`src/hw/rtl/gdt_pkg.sv`:
```
package gdt_pkg;

  // One date and time to convert.
  typedef struct packed {
    logic [13:0] year;
    logic [3:0]  month;
    logic [4:0]  day;
    logic [4:0]  hour;
    logic [5:0]  minute;
    logic [5:0]  second;
    logic [9:0]  millisecond;
  } item_t;

  // One conversion result.
  typedef struct packed {
    logic [61:0] tick_count;
    logic [2:0]  error_code;
  } result_t;

  localparam logic [2:0] ERR_NONE = 3'd0;
  localparam logic [2:0] ERR_DATE = 3'd1;
  localparam logic [2:0] ERR_DAY  = 3'd2;
  localparam logic [2:0] ERR_TIME = 3'd3;
  localparam logic [2:0] ERR_MSEC = 3'd4;

  localparam int unsigned MAX_YEAR     = 9999;
  localparam int unsigned DAYS_YEAR    = 365;
  localparam int unsigned HOURS_DAY    = 24;
  localparam int unsigned MINS_HOUR    = 60;
  localparam int unsigned MS_SECOND    = 1000;
  localparam int unsigned MS_MINUTE    = 60000;
  localparam int unsigned MS_HOUR      = 3600000;
  localparam int unsigned MS_DAY       = 86400000;
  localparam int unsigned TICKS_MS     = 10000;
  localparam int unsigned CENTURY      = 100;

  // x / 100 == (x * RECIP_100) >> RECIP_SHIFT for every 14-bit x.
  localparam int unsigned RECIP_100    = 5243;
  localparam int unsigned RECIP_SHIFT  = 19;

  localparam logic [61:0] MAX_TICKS = 62'd3155378975999999999;

  // Days in the year before the first day of the month.
  function automatic logic [8:0] days_before(input logic [3:0] month, input logic leap);
    logic [8:0] d;
    case (month)
      4'd1:    d = 9'd0;
      4'd2:    d = 9'd31;
      4'd3:    d = 9'd59;
      4'd4:    d = 9'd90;
      4'd5:    d = 9'd120;
      4'd6:    d = 9'd151;
      4'd7:    d = 9'd181;
      4'd8:    d = 9'd212;
      4'd9:    d = 9'd243;
      4'd10:   d = 9'd273;
      4'd11:   d = 9'd304;
      4'd12:   d = 9'd334;
      default: d = 9'd0;
    endcase
    if (leap && (month > 4'd2)) begin
      d = d + 9'd1;
    end
    return d;
  endfunction

  function automatic logic [4:0] month_days(input logic [3:0] month, input logic leap);
    logic [4:0] n;
    case (month)
      4'd2:    n = leap ? 5'd29 : 5'd28;
      4'd4,
      4'd6,
      4'd9,
      4'd11:   n = 5'd30;
      default: n = 5'd31;
    endcase
    return n;
  endfunction

endpackage

```
`src/hw/rtl/gregorian_date_to_ticks_top.sv`:
```
// Channel   Direction  Handshake          Payload
// item      in         start, busy        gdt_pkg::item_t
// result    out        done (strobe)      gdt_pkg::result_t
//
// One item is taken per cycle. Each item passes through five register stages in order:
// range checks, calendar lookup, day count, milliseconds of the epoch, and the
// scaling to ticks.
// Reset empties the pipeline; busy is high only while reset is held.
// The receiver cannot stall, so busy never rises in operation.
module gregorian_date_to_ticks_top (
  input  logic              clk,
  input  logic              rst,
  input  logic              start,
  output logic              busy,
  input  gdt_pkg::item_t    item,
  output logic              done,
  output gdt_pkg::result_t  result
);
  import gdt_pkg::*;

  // Stage 1: range checks, year - 1 and its quotient by 100.
  logic        s1_valid;
  logic [13:0] s1_y;
  logic [7:0]  s1_q;
  logic [3:0]  s1_month;
  logic [4:0]  s1_day;
  logic [4:0]  s1_hour;
  logic [5:0]  s1_minute;
  logic [5:0]  s1_second;
  logic [9:0]  s1_msec;
  logic        s1_date_bad;
  logic        s1_time_bad;
  logic        s1_msec_bad;

  // Stage 2: leap year, month table, final error code.
  logic        s2_valid;
  logic [13:0] s2_y;
  logic [7:0]  s2_q;
  logic [8:0]  s2_dbm;
  logic [4:0]  s2_day;
  logic [4:0]  s2_hour;
  logic [5:0]  s2_minute;
  logic [5:0]  s2_second;
  logic [9:0]  s2_msec;
  logic [2:0]  s2_err;

  // Stage 3: day number and millisecond of the day.
  logic        s3_valid;
  logic [22:0] s3_days;
  logic [26:0] s3_msday;
  logic [2:0]  s3_err;

  // Stage 4: milliseconds since the epoch.
  logic        s4_valid;
  logic [48:0] s4_ms;
  logic [2:0]  s4_err;

  // Stage 5: output register.
  logic        s5_valid;
  result_t     s5_result;

  logic        accept;
  logic [13:0] y_in;
  logic [26:0] q_prod;
  logic [13:0] rem;
  logic        leap;
  logic [4:0]  mlen;
  logic [2:0]  err_next;
  logic [23:0] days_sum;
  logic [48:0] ms_sum;
  logic [61:0] ticks;

  assign busy   = rst;
  assign accept = start && !busy;
  assign done   = s5_valid;
  assign result = s5_result;

  assign y_in   = item.year - 14'd1;
  assign q_prod = 27'(y_in) * 27'(RECIP_100);

  // Leap test on year - 1: year % 4 == 0 is y % 4 == 3, and so on for 100 and 400.
  assign rem  = 14'(15'(s1_y) - 15'(s1_q) * 15'(CENTURY));
  assign leap = (s1_y[1:0] == 2'd3) && ((rem != 14'(CENTURY - 1)) || (s1_q[1:0] == 2'd3));
  assign mlen = month_days(s1_month, leap);

  always_comb begin
    if (s1_date_bad) begin
      err_next = ERR_DATE;
    end else if (s1_day > mlen) begin
      err_next = ERR_DAY;
    end else if (s1_time_bad) begin
      err_next = ERR_TIME;
    end else if (s1_msec_bad) begin
      err_next = ERR_MSEC;
    end else begin
      err_next = ERR_NONE;
    end
  end

  assign days_sum = 24'(s2_y) * 24'(DAYS_YEAR) + 24'(s2_y >> 2) - 24'(s2_q)
                  + 24'(s2_q >> 2) + 24'(s2_dbm) + 24'(s2_day) - 24'd1;

  assign ms_sum = 49'(s3_days) * 49'(MS_DAY) + 49'(s3_msday);
  assign ticks  = 62'(s4_ms) * 62'(TICKS_MS);

  always_ff @(posedge clk) begin
    if (rst) begin
      s1_valid <= 1'b0;
      s2_valid <= 1'b0;
      s3_valid <= 1'b0;
      s4_valid <= 1'b0;
      s5_valid <= 1'b0;
    end else begin
      s1_valid <= accept;
      s2_valid <= s1_valid;
      s3_valid <= s2_valid;
      s4_valid <= s3_valid;
      s5_valid <= s4_valid;
    end
  end

  always_ff @(posedge clk) begin
    s1_y        <= y_in;
    s1_q        <= q_prod[26:RECIP_SHIFT];
    s1_month    <= item.month;
    s1_day      <= item.day;
    s1_hour     <= item.hour;
    s1_minute   <= item.minute;
    s1_second   <= item.second;
    s1_msec     <= item.millisecond;
    s1_date_bad <= (item.year == 14'd0) || (item.year > 14'(MAX_YEAR)) ||
                   (item.month == 4'd0) || (item.month > 4'd12) || (item.day == 5'd0);
    s1_time_bad <= (item.hour >= 5'(HOURS_DAY)) || (item.minute >= 6'(MINS_HOUR)) ||
                   (item.second >= 6'(MINS_HOUR));
    s1_msec_bad <= item.millisecond >= 10'(MS_SECOND);

    s2_y      <= s1_y;
    s2_q      <= s1_q;
    s2_dbm    <= days_before(s1_month, leap);
    s2_day    <= s1_day;
    s2_hour   <= s1_hour;
    s2_minute <= s1_minute;
    s2_second <= s1_second;
    s2_msec   <= s1_msec;
    s2_err    <= err_next;

    s3_days  <= days_sum[22:0];
    s3_msday <= 27'(s2_hour) * 27'(MS_HOUR) + 27'(s2_minute) * 27'(MS_MINUTE)
              + 27'(s2_second) * 27'(MS_SECOND) + 27'(s2_msec);
    s3_err   <= s2_err;

    s4_ms  <= ms_sum;
    s4_err <= s3_err;

    s5_result.tick_count <= (s4_err == ERR_NONE) ? ticks : 62'd0;
    s5_result.error_code <= s4_err;
  end

`ifndef SYNTHESIS
  a_latency: assert property (@(posedge clk) disable iff (rst)
    (start && !busy) |-> ##5 done)
    else $error("accepted item did not produce a result after five cycles");

  a_err_zero: assert property (@(posedge clk) disable iff (rst)
    (done && (result.error_code != ERR_NONE)) |-> (result.tick_count == 62'd0))
    else $error("nonzero tick count with an error code");

  a_err_code: assert property (@(posedge clk) disable iff (rst)
    done |-> (result.error_code == ERR_NONE || result.error_code == ERR_DATE ||
              result.error_code == ERR_DAY || result.error_code == ERR_TIME ||
              result.error_code == ERR_MSEC))
    else $error("undefined error code");

  a_max_ticks: assert property (@(posedge clk) disable iff (rst)
    (done && (result.error_code == ERR_NONE)) |-> (result.tick_count <= MAX_TICKS))
    else $error("tick count beyond the last representable instant");
`endif

endmodule

```
`config.mk`:
```
export PLATFORM = sky130hd
export DESIGN_NAME = gregorian_date_to_ticks_top
export DESIGN_NICKNAME = d
export VERILOG_FILES = /design/src/hw/rtl/gdt_pkg.sv /design/src/hw/rtl/gregorian_date_to_ticks_top.sv
export SDC_FILE = /design/constraint.sdc
export NUM_CORES = 2
export LEC_CHECK = 0
export BUFFER_PORTS_ARGS = -buffer_cell sky130_fd_sc_hd__buf_2
export CAP_MARGIN = 40
export CORE_UTILIZATION = 40
export DETAILED_ROUTE_END_ITERATION = 10
export PLACE_DENSITY = 0.52
export SLEW_MARGIN = 20
export SYNTH_ARGS = -nofsm -noshare
export SYNTH_HDL_FRONTEND = slang
export SYNTH_SLANG_ARGS = --single-unit
export TNS_END_PERCENT = 5
```
`constraint.sdc`:
```
create_clock -name clk -period 8 [get_ports clk]
set_input_delay 0.8 -clock clk [delete_from_list [all_inputs] [get_ports clk]]
set_output_delay 0.8 -clock clk [all_outputs]
set_load 0.005 [all_outputs]
```
---- After elaboration in Yosys (flattened, before gate mapping) ----
Memories as Yosys holds them, arrays and structs flattened. A register that Yosys moved wholly into a read port is not among the register bits.
Index checks and enable logic that the tools add are counted.
word-level totals
  ROM bits ................................ 144
  bits in registers ....................... 298
  memories ................................ 1
operators by class
  mux-type cells .......................... 6
  equality and inequality tests ........... 8
  order comparisons ....................... 8
  add/sub/neg operators ................... 13
  reduce and logical (&&, ||, !) cells .... 17
  multipliers ............................. 8
memory list
  memory           depth  width  rd ports  clocked after Yosys merged registers in  write ports  RTL line       RTL
  (no name shown)  16     9      1         1                                        0            gdt_pkg.sv:46  case (month)
operators by type and width
  operator                                                  count
  multiplier 49 x 10 -> 58 bit, second input constant       1
  adder 49 x 27 -> 49 bit                                   1
  multiplier 23 x 17 -> 39 bit, second input constant       1
  adder 27 x 10 -> 27 bit                                   1
  adder 27 x 16 -> 27 bit                                   1
  adder 27 x 22 -> 27 bit                                   1
  multiplier 14 x 13 -> 27 bit, second input constant       1
  adder 23 x 12 -> 23 bit                                   1
  adder 23 x 5 -> 23 bit                                    1
  adder 23 x 6 -> 23 bit                                    1
  adder 23 x 9 -> 23 bit                                    1
  multiplier 14 x 9 -> 23 bit, second input constant        1
  subtractor 23 x 1 -> 23 bit, second input constant        1
  subtractor 23 x 8 -> 23 bit                               1
  multiplier 5 x 15 -> 20 bit, second input constant        1
  multiplier 6 x 11 -> 17 bit, second input constant        1
  greater-than comparator 14 bit, second input constant     1
  logical NOT 14 bit                                        1
  inequality test 14 x 7 -> 1 bit, second input constant    1
  subtractor 14 x 1 -> 14 bit, second input constant        1
  subtractor 14 bit                                         1
  multiplier 6 x 7 -> 13 bit, second input constant         1
  greater-or-equal comparator 6 bit, second input constant  2
  multiplier 8 x 5 -> 12 bit, second input constant         1
  other kinds (23)                                          35

---- Longest topological paths before layout ----
  depth after elaboration ................. 9
  depth in mapped cells ................... 29
  gate-level depth less buffers ........... 29

---- Least setup slack after synthesis ----
No wires, ideal clock.
  kind .................................... input to register
  from .................................... input item[43] (netlist bit)
  to ...................................... register s1_q[7]
  stages on the path ...................... 21
  required time ........................... 7.928 ns
  arrival ................................. 6.771 ns
  setup time .............................. 0.072 ns
  slack ................................... 1.157 ns
  cells stage by stage .................... or4_1 nor4_1 nand2b_1 xnor2_1 ha_1 fa_1 inv_1 fa_1 inv_1 fa_1 fa_1 ha_1 nand4_1 o311ai_0 a21o_1 a21oi_1 o21a_1 o21ai_0 nor4_1 nor3_1 xnor2_1
between the ends
  longest elaborated chain between the ends .. 2
ends and longest elaborated chain
  item                          RTL line                            RTL
  from (decl)                   gregorian_date_to_ticks_top.sv:15   input gdt_pkg::item_t item,
  subtractor 14 x 1 -> 14 bit   gregorian_date_to_ticks_top.sv:78   assign y_in = item.year - 14'd1;
  named net y_in[11]            gregorian_date_to_ticks_top.sv:63   logic [13:0] y_in;
  multiplier 14 x 13 -> 27 bit  gregorian_date_to_ticks_top.sv:79   assign q_prod = 27'(y_in) * 27'(RECIP_100);
  named net q_prod[26]          gregorian_date_to_ticks_top.sv:64   logic [26:0] q_prod;
  to (signal assigned)          gregorian_date_to_ticks_top.sv:124  s1_q <= q_prod[26:RECIP_SHIFT];
  to (decl)                     gregorian_date_to_ticks_top.sv:24   logic [7:0] s1_q;
The timed path passes the listed nets, and every way through them passes these cells.
A chain may end at the register's enable or synchronous reset.

---- Worst setup path in the final report ----
  from .................................... register s2_second[2]
  to ...................................... register s3_msday[25]
between the ends
  longest elaborated chain between the ends .. 3
ends and longest elaborated chain
  item                        RTL line                            RTL
  from (decl)                 gregorian_date_to_ticks_top.sv:43   logic [5:0] s2_second;
  from (signal assigned)      gregorian_date_to_ticks_top.sv:143  s2_second <= s1_second;
  multiplier 6 x 7 -> 13 bit  gregorian_date_to_ticks_top.sv:149  + 27'(s2_second) * 27'(MS_SECOND) + 27'(s2_msec);
  adder 27 x 16 -> 27 bit     gregorian_date_to_ticks_top.sv:149
  adder 27 x 10 -> 27 bit     gregorian_date_to_ticks_top.sv:149
  to (signal assigned)        gregorian_date_to_ticks_top.sv:148  s3_msday <= 27'(s2_hour) * 27'(MS_HOUR) + 27'(s2_minute) * 27'(MS_MINUTE)
  to (decl)                   gregorian_date_to_ticks_top.sv:50   logic [26:0] s3_msday;
Every way passes these cells.

==> flow_summary.ini <==
[worst_hold_path]
hold_class = input port to register

[final_layout]
drive_gt1_frac = 0.0583
nNetsFinal = 5227
layout.cells.non_filler = 5171
syn_to_final_growth_pct = 9.34
final_common_cell = inv_1
mostFrequentLayoutCells = 1027 x inv_1, 740 x ha_1, 470 x fa_1
nFillCells = 8936

[global_route]
overflow = 0
antenna_found_initial = 6
grt_max_degree = 51
grt_pass1_wl_um = 123000
grt_usage = 0.162
grt_pass1_vias = 25200

[setup_path]
critPathRequiredTime_ns = 8.50
slowest_stage = fa_1
criticalPathCategory = register to register
worst_setup_path_end_kind = register
crit_path_max_incr_delay_ns = 0.54
cp_max_fo = 5
crit_top_cell = inv_1
arrival_ns = 7.33
critPathLaunchType = register

[clock_tree]
root_buffer = clkbuf_16
cts-htree-levels = 2
post_cts_buffers = 0
path_clk_slew_ns = 0.07
cts_sinks = 307
cts_hold_repair.buffers = 0
ctsLongestPathBuffers = 3
post_cts_resized = 0
cts_buffers = 40
clock_latency_ns = 0.60
cts_tree = done

[placement]
gp_congestion = 0.842
port_buffers = 115
preCtsSetupSlack_ns = 0.617
hpwl_um = 63700
placed_cells = 5098

[timing]
tightest_slew_ns = 0.637
finalCritPeriodShare = 0.853
rsz0062_at_grt = no
max_freq_mhz = 146
skew_ns = 0.0450
whs_ns = 0.300
hold_viol = 0
worst_slack_ns = 1.17
finalSetupViolCount = 0
slew_headroom = 0.574
slew_violations = 0
min_period_ns = 6.83
fin_setup_tns_ns = 0

[die]
core_um2 = 90600
start_util = 0.406
dieArea_um2 = 93200
die_w_um = 305
num_io_pins = 120
fp.dieH_um = 305
num_rows = 110

[logic_synthesis]
async_flop_share = 0
synth_edf_count = 0
syn_area_per_cell_um2 = 9.62
yosys_warnings = 0
synth.distinct_cells = 83
synthFlopType = dfxtp_1
synth_cells = 3824
seq_area_frac_synth = 0.167
synth_seq_cells = 307
netlist_area_um2 = 36800

[detailed_routing]
ant_nets = 0
finalWirelength_um = 72500
vias = 23900
first_pass_iters = 5
viasPerCell = 4.61
drt_iter0_markers = 674
wl_per_cell_um = 14.0
drc = 0

[job]
max_cap_violations = 0

[outcome]
status = completed
## final timing paths
check / startpoint / endpoint / slack [ns] / cells after the start
hold reg to reg: s3_msday[7] / s4_ms[7] / 0.32 / 0
setup / recovery: s2_second[2] / s3_msday[25] / 1.17 / 28
setup reg to reg: s2_second[2] / s3_msday[25] / 1.17 / 28
hold / removal: item[11] / s1_second[1] / 0.30 / 1
## metrics by stage
step,cell area [µm²],util
2_1_floorplan,36800,-
3_3_place_gp,38800,0.428
3_5_place_dp,38800,0.428
4_1_cts,40200,0.444
5_1_grt,40200,0.444
6_report,40200,0.444
## critical path: cells and delay by family, from the launching register on
kind                     cells  cell delay [ns]
AND/OR/NAND/NOR              2             0.24
XOR/XNOR                     2             0.30
flip-flops                   1             0.43
buffers and inverters        5             0.34
AO/OA/AOI/OAI               11             2.36
adder cells (fa/ha/maj)      8             3.08
## layout make-up
cell class / instances / area [µm²] / area share
Multi-Input combinational cell: 2460 / 26700 / 0.663
Timing Repair Buffer: 128 / 673 / 0.0167
Clock inverter: 27 / 352 / 0.00874
Sequential cell: 307 / 6150 / 0.153
Inverter: 1027 / 3850 / 0.0958
Antenna cell: 1 / 2.50 / 0.0000622
Tap cell: 1176 / 1470 / 0.0366
Clock buffer: 45 / 1070 / 0.0266
## cell families (layout without fill, tap and decap cells)
family                   count (synthesis)  after routing  synth area share
AO/OA/AOI/OAI                          509            509            0.0891
AND/OR/NAND/NOR                        495            495            0.0687
other                                    1              5          0.000102
multiplexers                             9              9           0.00292
adder cells (fa/ha/maj)               1210           1210             0.507
buffers and inverters                 1060           1227             0.109
flip-flops                             307            307             0.167
XOR/XNOR                               233            233            0.0557
## synth_stat cells (10+ instances only)
cell	count	share of area
nor2_1	127	0.013
ha_1	740	0.25
xnor2_1	165	0.039
nor3_1	35	0.0048
and2_1	19	0.0032
o31ai_1	12	0.0024
a31oi_1	24	0.0041
o21bai_1	20	0.0041
a21boi_0	11	0.0022
o211ai_1	10	0.0020
a21o_1	81	0.017
xor2_1	67	0.016
o21ai_0	90	0.012
and3_1	22	0.0037
fa_1	470	0.26
clkbuf_1	25	0.0026
nand2b_1	23	0.0039
nor2b_1	25	0.0043
nand2_1	106	0.011
a21oi_1	158	0.021
nand4_1	34	0.0058
a211oi_1	18	0.0037
o21a_1	22	0.0045
inv_1	1027	0.10
nand3_1	39	0.0053
or3_1	14	0.0024
dfxtp_1	307	0.17
## sequential cells by signal, summed over array words and instances (netlist names), 8 cells and up, named ones only
| register | cells |
|---|---|
| s2_q | 8 |
| result | 61 |
| s4_ms | 49 |
| s1_q | 8 |
| s1_msec | 10 |
| s2_y | 14 |
| s3_msday | 27 |
| s3_days | 23 |
| s2_dbm | 9 |
| s2_msec | 10 |
| s1_y | 14 |
## routing by layer
layer | vias to the layer above | global-route usage | wire [µm]
li1 | 12400 | - | -
met1 | 11100 | 0.215 | 35400
met2 | 258 | 0.275 | 33400
met3 | 103 | 0.0238 | 2130
met4 | 6 | 0.0388 | 1610
met5 | - | 0 | 34
Power is not shown: default switching activity piles up to over one toggle a cycle in this logic, so the estimate is an artifact.
